File: src/rtl/bpa_pkg.sv
// Shared types and constants for the buddy page allocator.
`default_nettype none
package bpa_pkg;

   localparam int MARK_W = 4;
   localparam int POOL_W = 11;
   localparam int PAGE_W = 10;
   localparam int STAT_W = 2;

   typedef logic [MARK_W-1:0] mark_type;

   localparam mark_type MARK_NONE  = 4'd0;
   localparam mark_type MARK_LEFT  = 4'd1;
   localparam mark_type MARK_RIGHT = 4'd2;
   localparam mark_type MARK_FULL  = 4'd4;
   localparam mark_type MARK_OUT   = 4'd8;

   localparam logic [STAT_W-1:0] STAT_DONE     = 2'd0;
   localparam logic [STAT_W-1:0] STAT_NOFIT    = 2'd1;
   localparam logic [STAT_W-1:0] STAT_MISMATCH = 2'd2;

   localparam logic MODE_ALLOC = 1'b0;
   localparam logic MODE_FREE  = 1'b1;

endpackage
`default_nettype wire

File: src/rtl/bpa_tree_build.sv
// Sweep that rewrites every node mark from the pool size, one node a cycle.
`default_nettype none
module bpa_tree_build
   import bpa_pkg::*;
#(
   parameter int ROOT_PAGES = 1024
) (
   input  wire logic                           clock,
   input  wire logic                           reset,
   input  wire logic                           start,
   input  wire logic [POOL_W-1:0]              pool_pages,
   output logic                                busy,
   output logic                                wr_en,
   output logic [$clog2(ROOT_PAGES):0]         wr_addr,
   output mark_type                            wr_data
);

   localparam int LW = $clog2(ROOT_PAGES);
   localparam int NW = LW + 1;
   localparam int SW = LW + 1;
   localparam int CW = ((SW > POOL_W) ? SW : POOL_W) + 1;
   localparam logic [SW-1:0] ROOT_SIZE = SW'(ROOT_PAGES);

   logic          busy_ff, busy_in;
   logic [NW-1:0] idx_ff, idx_in;
   logic [LW-1:0] start_ff, start_in;
   logic [SW-1:0] size_ff, size_in;
   logic [CW-1:0] end_c, mid_c, pool_c;
   logic          out_node, out_left;
   mark_type      mark_c;

   always_comb begin
      pool_c   = CW'(pool_pages);
      end_c    = CW'(start_ff) + CW'(size_ff);
      mid_c    = CW'(start_ff) + CW'(size_ff >> 1);
      out_node = end_c > pool_c;
      out_left = mid_c > pool_c;
      mark_c   = out_node ? MARK_OUT : MARK_NONE;
      if (size_ff > SW'(1)) begin
         if (out_node) mark_c = mark_c | MARK_RIGHT;
         if (out_left) mark_c = mark_c | MARK_LEFT;
      end

      busy_in  = busy_ff;
      idx_in   = idx_ff;
      start_in = start_ff;
      size_in  = size_ff;
      if (start) begin
         busy_in  = 1'b1;
         idx_in   = NW'(1);
         start_in = '0;
         size_in  = ROOT_SIZE;
      end else if (busy_ff) begin
         if (idx_ff == '1) begin
            busy_in = 1'b0;
         end else begin
            idx_in = idx_ff + NW'(1);
            // last node of a level: next level starts at page 0, half size
            if (end_c == CW'(ROOT_SIZE)) begin
               start_in = '0;
               size_in  = size_ff >> 1;
            end else begin
               start_in = start_ff + LW'(size_ff);
            end
         end
      end
   end

   always_ff @(posedge clock) begin
      if (reset) begin
         busy_ff  <= 1'b1;
         idx_ff   <= NW'(1);
         start_ff <= '0;
         size_ff  <= ROOT_SIZE;
      end else begin
         busy_ff  <= busy_in;
         idx_ff   <= idx_in;
         start_ff <= start_in;
         size_ff  <= size_in;
      end
   end

   assign busy    = busy_ff;
   assign wr_en   = busy_ff && !start;
   assign wr_addr = idx_ff;
   assign wr_data = mark_c;

endmodule
`default_nettype wire

File: config.mk
export PLATFORM = sky130hd
export DESIGN_NAME = bpa_tree_build
export DESIGN_NICKNAME = d
export VERILOG_FILES = /design/src/rtl/bpa_pkg.sv /design/src/rtl/bpa_tree_build.sv
export SDC_FILE = /design/constraint.sdc
export NUM_CORES = 1
export LEC_CHECK = 0
export ABC_AREA = 1
export BUFFER_PORTS_ARGS = -buffer_cell sky130_fd_sc_hd__buf_2
export CORE_ASPECT_RATIO = 0.8
export CORE_MARGIN = 2
export CORE_UTILIZATION = 40
export CTS_CLUSTER_DIAMETER = 60
export CTS_CLUSTER_SIZE = 30
export DETAILED_ROUTE_END_ITERATION = 10
export SLEW_MARGIN = 25
export SYNTH_ARGS = -nofsm -noshare
export SYNTH_HDL_FRONTEND = slang
export SYNTH_SLANG_ARGS = --single-unit
File: constraint.sdc
create_clock -name clock -period 7.9 [get_ports clock]
set_input_delay 0.395 -clock clock [delete_from_list [all_inputs] [get_ports clock]]
set_output_delay 0.395 -clock clock [all_outputs]
set_load 0.02 [all_outputs]
* Word-level counts from Yosys, hierarchy flattened *
Cells that the tools add are included.

word-level totals
  word-level logic and storage cells = 26
  register bits after elaboration = 33

operators by class
  bitwise logic cells = 1
  reduce and logical (&&, ||, !) cells = 5
  add/subtract/negate cells = 4
  eq/ne operators = 2
  $lt $le $gt $ge = 3
  mux-type cells = 7

operators by type and width
  operator                                                                 count
  10-bit by 11-bit adder with 12-bit output                                1
  12-bit by 11-bit equality test with 1-bit output, second input constant  1
  12-bit by 11-bit > comparator with 1-bit output                          1
  10-bit by 10-bit adder with 11-bit output                                1
  11-bit by 1-bit adder with 11-bit output, second input constant          1
  11-bit equality test, second input constant                              1
  11-bit by 1-bit > comparator with 1-bit output, second input constant    1
  11-bit > comparator                                                      1
  10-bit adder                                                             1
  10-bit 2-to-1 mux                                                        1
  2-bit 2-to-1 mux                                                         2
  4-bit 2-to-1 mux                                                         1
  1-bit 2-to-1 mux                                                         3
  3-bit AND reduction                                                      1
  2-bit AND reduction                                                      1
  2-bit OR reduction                                                       1
  1-bit logical AND                                                        1
  1-bit logical NOT                                                        1
  1-bit inverter                                                           1

* Logic depth before layout (Yosys ltp) *
  depth in word-level cells = 6
  depth in mapped cells = 22
  depth with buffers taken out = 22

* Least setup slack after synthesis *
Ideal clock, no wire load.

  path type = register to output
  start point = register start_ff[0]
  end point = output wr_data[1]
  slack = 4.777 ns
  arrival time = 2.728 ns
  cell stages (with the launch flop) = 23
  buffers on the path = 0
  cell sequence = dfxtp_1 ha_1 inv_1 fa_1 inv_1 nand2_1 nand2_1 nand3_1 nand2_1 nand2_1 nand2_1 inv_1 ha_1 nand2_1 nor2_1 nand2_1 nand3_1 nand2_1 nand2_1 nand2_1 nand2_1 nand2_1 a21boi_0

on the way
  longest elaborated chain between the ends = 4

RTL lines
  element                                          RTL line              RTL
  start, declared                                  bpa_tree_build.sv:26  logic [LW-1:0] start_ff, start_in;
  start signal, assigned                           bpa_tree_build.sv:78  start_ff <= start_in;
  10-bit by 11-bit adder with 12-bit output        bpa_tree_build.sv:34  end_c = CW'(start_ff) + CW'(size_ff);
  12-bit by 11-bit > comparator with 1-bit output  bpa_tree_build.sv:36  out_node = end_c > pool_c;
  2-bit 2-to-1 mux                                 bpa_tree_build.sv:40  if (out_node) mark_c = mark_c | MARK_RIGHT;
  2-bit 2-to-1 mux                                 bpa_tree_build.sv:39  if (size_ff > SW'(1)) begin
  end, declared                                    bpa_tree_build.sv:15  output mark_type wr_data

No other way between the ends.

* Worst setup path after layout *
  start point = register start_ff[0]
  end point = output wr_data[0]

on the way
  longest elaborated chain between the ends = 4

RTL lines
  element                                    RTL line              RTL
  10-bit by 10-bit adder with 11-bit output  bpa_tree_build.sv:35  mid_c = CW'(start_ff) + CW'(size_ff >> 1);
  11-bit > comparator                        bpa_tree_build.sv:37  out_left = mid_c > pool_c;
  1-bit 2-to-1 mux                           bpa_tree_build.sv:41  if (out_left) mark_c = mark_c | MARK_LEFT;
  2-bit 2-to-1 mux                           bpa_tree_build.sv:39

No other way between the ends.

==> impl_results.md <==
* Dominant cells by area after synthesis: dfxtp_1, ha_1, nand2_1, inv_1, a21oi_1
* CTS tree: built
* # placed instances at between 600 and 700
* # setup viols final at 0
* TritonCTS sink count at 33
* Die area at 8486 um^2
* Rows at 28
* Pre-antenna DRT Iters at 4
* DIE WIDTH at between 100 and 150 um
* Via count at 3072
* DR vias/cell at approximately 5
* Routability Congestion at a little over 0.9
* Hold Startpoint: wr_addr[7]$_SDFFE_PP0P_
* Pwr dens at between 200 and 250 nW/um^2
* Fill cell count at a little over 800
* Worst Setup Path Type: reg2out
* Peak supply drop at 0.1157 mV
* Post-synth EDFFs at 0
* Reg2reg start: start_ff[0]$_SDFFE_PP0P_
* Post-synth cell types at 34
* Post-CTS Hold Buffers at 0
* Overall Global Routing Usage at between 15 and 20%
* Cell Area, Placed at 3323 um^2
* Reg2reg setup slack at between 4000 and 5000 ps
* TritonCTS Buffers at 5
* Max Cap Viol at 0
* Async SR Flop Fraction at 0%
* Synth Flop Type: dfxtp_1
* PortBufs at 29
* Syn Std Cell Area at about 3100 um^2
* Top post-synthesis cells by count: nand2_1, inv_1, ha_1, a21oi_1, nor2_1
* Worst Path Required at between 7000 and 8000 ps
* Min-Delay Path Depth at 2
* Largest net degree at the start of global routing at 33
* DRT iter0 DRCs at 162
* Layout cells sized above 1 at 11.50%
* Crit-path max FO at 4
* Status: finished clean
* Mapped Avg Cell Area at between 6 and 7 um^2
* Diode count at 0
* TNS Setup at 0 ps
* ANT nets after route at 0
* Global-route wire length before repair at between 10000 and 15000 um
* FF+latch count, synth at 33
* Slew margin rel. at 61.69%
* Arr. time, crit path at about 3400 ps
* Core Area at roughly 7500 um^2
* Skew final at around 15 ps
* Clock buffer depth at 2
* DR WL/cell at 12.56 um
* Largest area contributor in the netlist: dfxtp_1
* Clock slew at reported path FFs at approximately 80 ps
* Period utilization at between 40% and 50%
* Net Count, Synth at between 500 and 600
* Max incr delay on CP at between 400 and 500 ps
* CP startpoint kind: register
* Crit. End Element: output port
* Crit-path slowest cell: fa_1
* Fmax at between 200 and 300 MHz
* Hold Vio Cnt, Final at 0
* Initial antenna violation count at 0
* Buf+Inv Stages, Crit Path at 2
* Ys Warns at 0
* Post-Layout Inst Area at around 3400 um^2
* Starting Density at between 40 and 50%
* Slew Viols, Final at 0
* Kind of cell adding the most delay to the critical path: adder cells
* Worst slew pin tran at approximately 570 ps
* Reg2Reg Depth at 15
* CTS root buf: clkbuf_8
* Min Tclk post-route at 3744 ps
* Crit-path cells: ha_1 -> fa_1 -> nand3_1 -> nand3_1 -> nand2_1 -> nand2_1 -> a21oi_1 -> o21ai_0 -> a21oi_1 -> o21bai_1 -> ha_1 -> nand2_1 -> nor4_1 -> nand4_1 -> o211ai_1 -> inv_1 -> buf_2
* Post-route DRC at 0
* Final #Nets at roughly 570
* Clock Latency Late Sink at roughly 300 ps
* Die H at slightly above 80 um
* Number of global-route vias before repair at approximately 2800
* Worst Hold Path EP: wr_addr[7]$_SDFFE_PP0P_
* Final hold slack at approximately 480 ps
* Leakage at ~1.8 nW
* CP most frequent cell: nand2_1
* Syn-to-layout area delta at 10.76%
* Register area share after synthesis at approximately a fifth
* Yosys top cell area share at a little over a fifth
* RSZ-0062 raised after global routing: false
* I/O pin cnt at 31
* CTS resizes at 0
* Finished Layout Cells at 618
* Setup repair bufs after CTS at 0
* Synth Instances at 486
* DRT Wirelength at around 7800 um
* # H-tree levels at 2
* Most frequent cell after synthesis: nand2_1
* Worst Hold Class: reg2reg
* Post-DP HPWL at between 6000 and 7000 um
* Aggregate global routing overflow at 0
* Capturing point of the worst reg2reg path: size_ff[1]$_SDFFE_PP0P_
## metrics by stage
stage / setup slack, ps / util [%] / total power [mW]
6_report: 4156 / 46.08 / 0.8095
3_5_place_dp: 4503 / 44.53 / 0.6432
3_3_place_gp: 4611 / 44.53 / 0.6438
4_1_cts: 4156 / 46.08 / 0.8115
2_1_floorplan: 4777 / - / 0.5621
5_1_grt: 3896 / 46.08 / 0.8858
## flip-flops by register name, summed over array words and instances (netlist names)
name,count
busy,1
size_ff,11
start_ff,10
wr_addr,11
## cells in the final DEF (no fill, tap or decap), types with 2 or more instances in the layout
cell type,instances
a21oi_1,38
a21oi_2,2
buf_2,29
clkbuf_8,5
dfxtp_1,33
fa_1,2
ha_1,43
inv_1,88
inv_2,2
nand2_1,131
nand2_2,11
nand3_1,24
nand3_2,2
nand3b_1,2
nand4_1,18
nor2_1,34
nor2_2,3
nor3_1,2
nor4_1,4
o211ai_1,2
o21ai_0,13
o21ai_1,2
xnor2_1,6
xor2_1,6
## routing by layer
layer  vias to the layer above  GRT usage [%]  wire length, um  share of wire, %
met5                         -              0                0                 0
met4                         0          3.600               74              0.95
met3                         9          3.601              446               5.7
met2                        87          29.61             3130                40
met1                      1371          29.75             4112                53
li1                       1605              -                -                 -
## kinds of logic after synthesis
family                   count (synthesis)  share of synthesized area [%]
other                                    1                         0.1208
flip-flops                              33                          21.28
AO/OA/AOI/OAI                           61                          10.56
buffers and inverters                  101                          12.98
XOR/XNOR                                12                          3.386
AND/OR/NAND/NOR                        233                          33.05
adder cells (fa/ha/maj)                 45                          18.62
## tightest hold or removal path, stage by stage, from the launching register on
cell and delay, ps:
dfxtp_1 330, nand2_1 60, a21oi_1 50
## where the power goes
part / leakage, nW / switching, mW / internal, mW
logic: 1.51 / 0.285 / 0.154
clock network: 0.0543 / 0.0707 / 0.0945
registers: 0.268 / 0.0205 / 0.185
total: 1.83 / 0.377 / 0.433
## area by class of cell
type                       count  area, um^2  share of cell area [%]
multi-input combinational    352        2041                   59.35
clock buffer                   5       68.82                   2.001
inverter                      90       337.8                   9.825
sequential                    33       660.6                   19.21
tap                          105       131.4                   3.821
clock inverter                 3       46.29                   1.346
timing repair buffer          30       152.6                   4.440
## how the worst max path moves through the flow
stage,start,endpoint,slack (ps),cells after the start
6_report,start_ff[0]$_SDFFE_PP0P_,wr_data[0],4160,17
2_1_floorplan,start_ff[0]$_SDFFE_PP0P_,wr_data[1],4780,22
3_3_place_gp,start_ff[0]$_SDFFE_PP0P_,wr_data[0],4610,17
4_1_cts,start_ff[0]$_SDFFE_PP0P_,wr_data[0],4160,17
3_5_place_dp,start_ff[0]$_SDFFE_PP0P_,wr_data[0],4500,17
5_1_grt,start_ff[0]$_SDFFE_PP0P_,wr_data[0],3900,17
No activity file was read; power rests on OpenSTA's default activity.
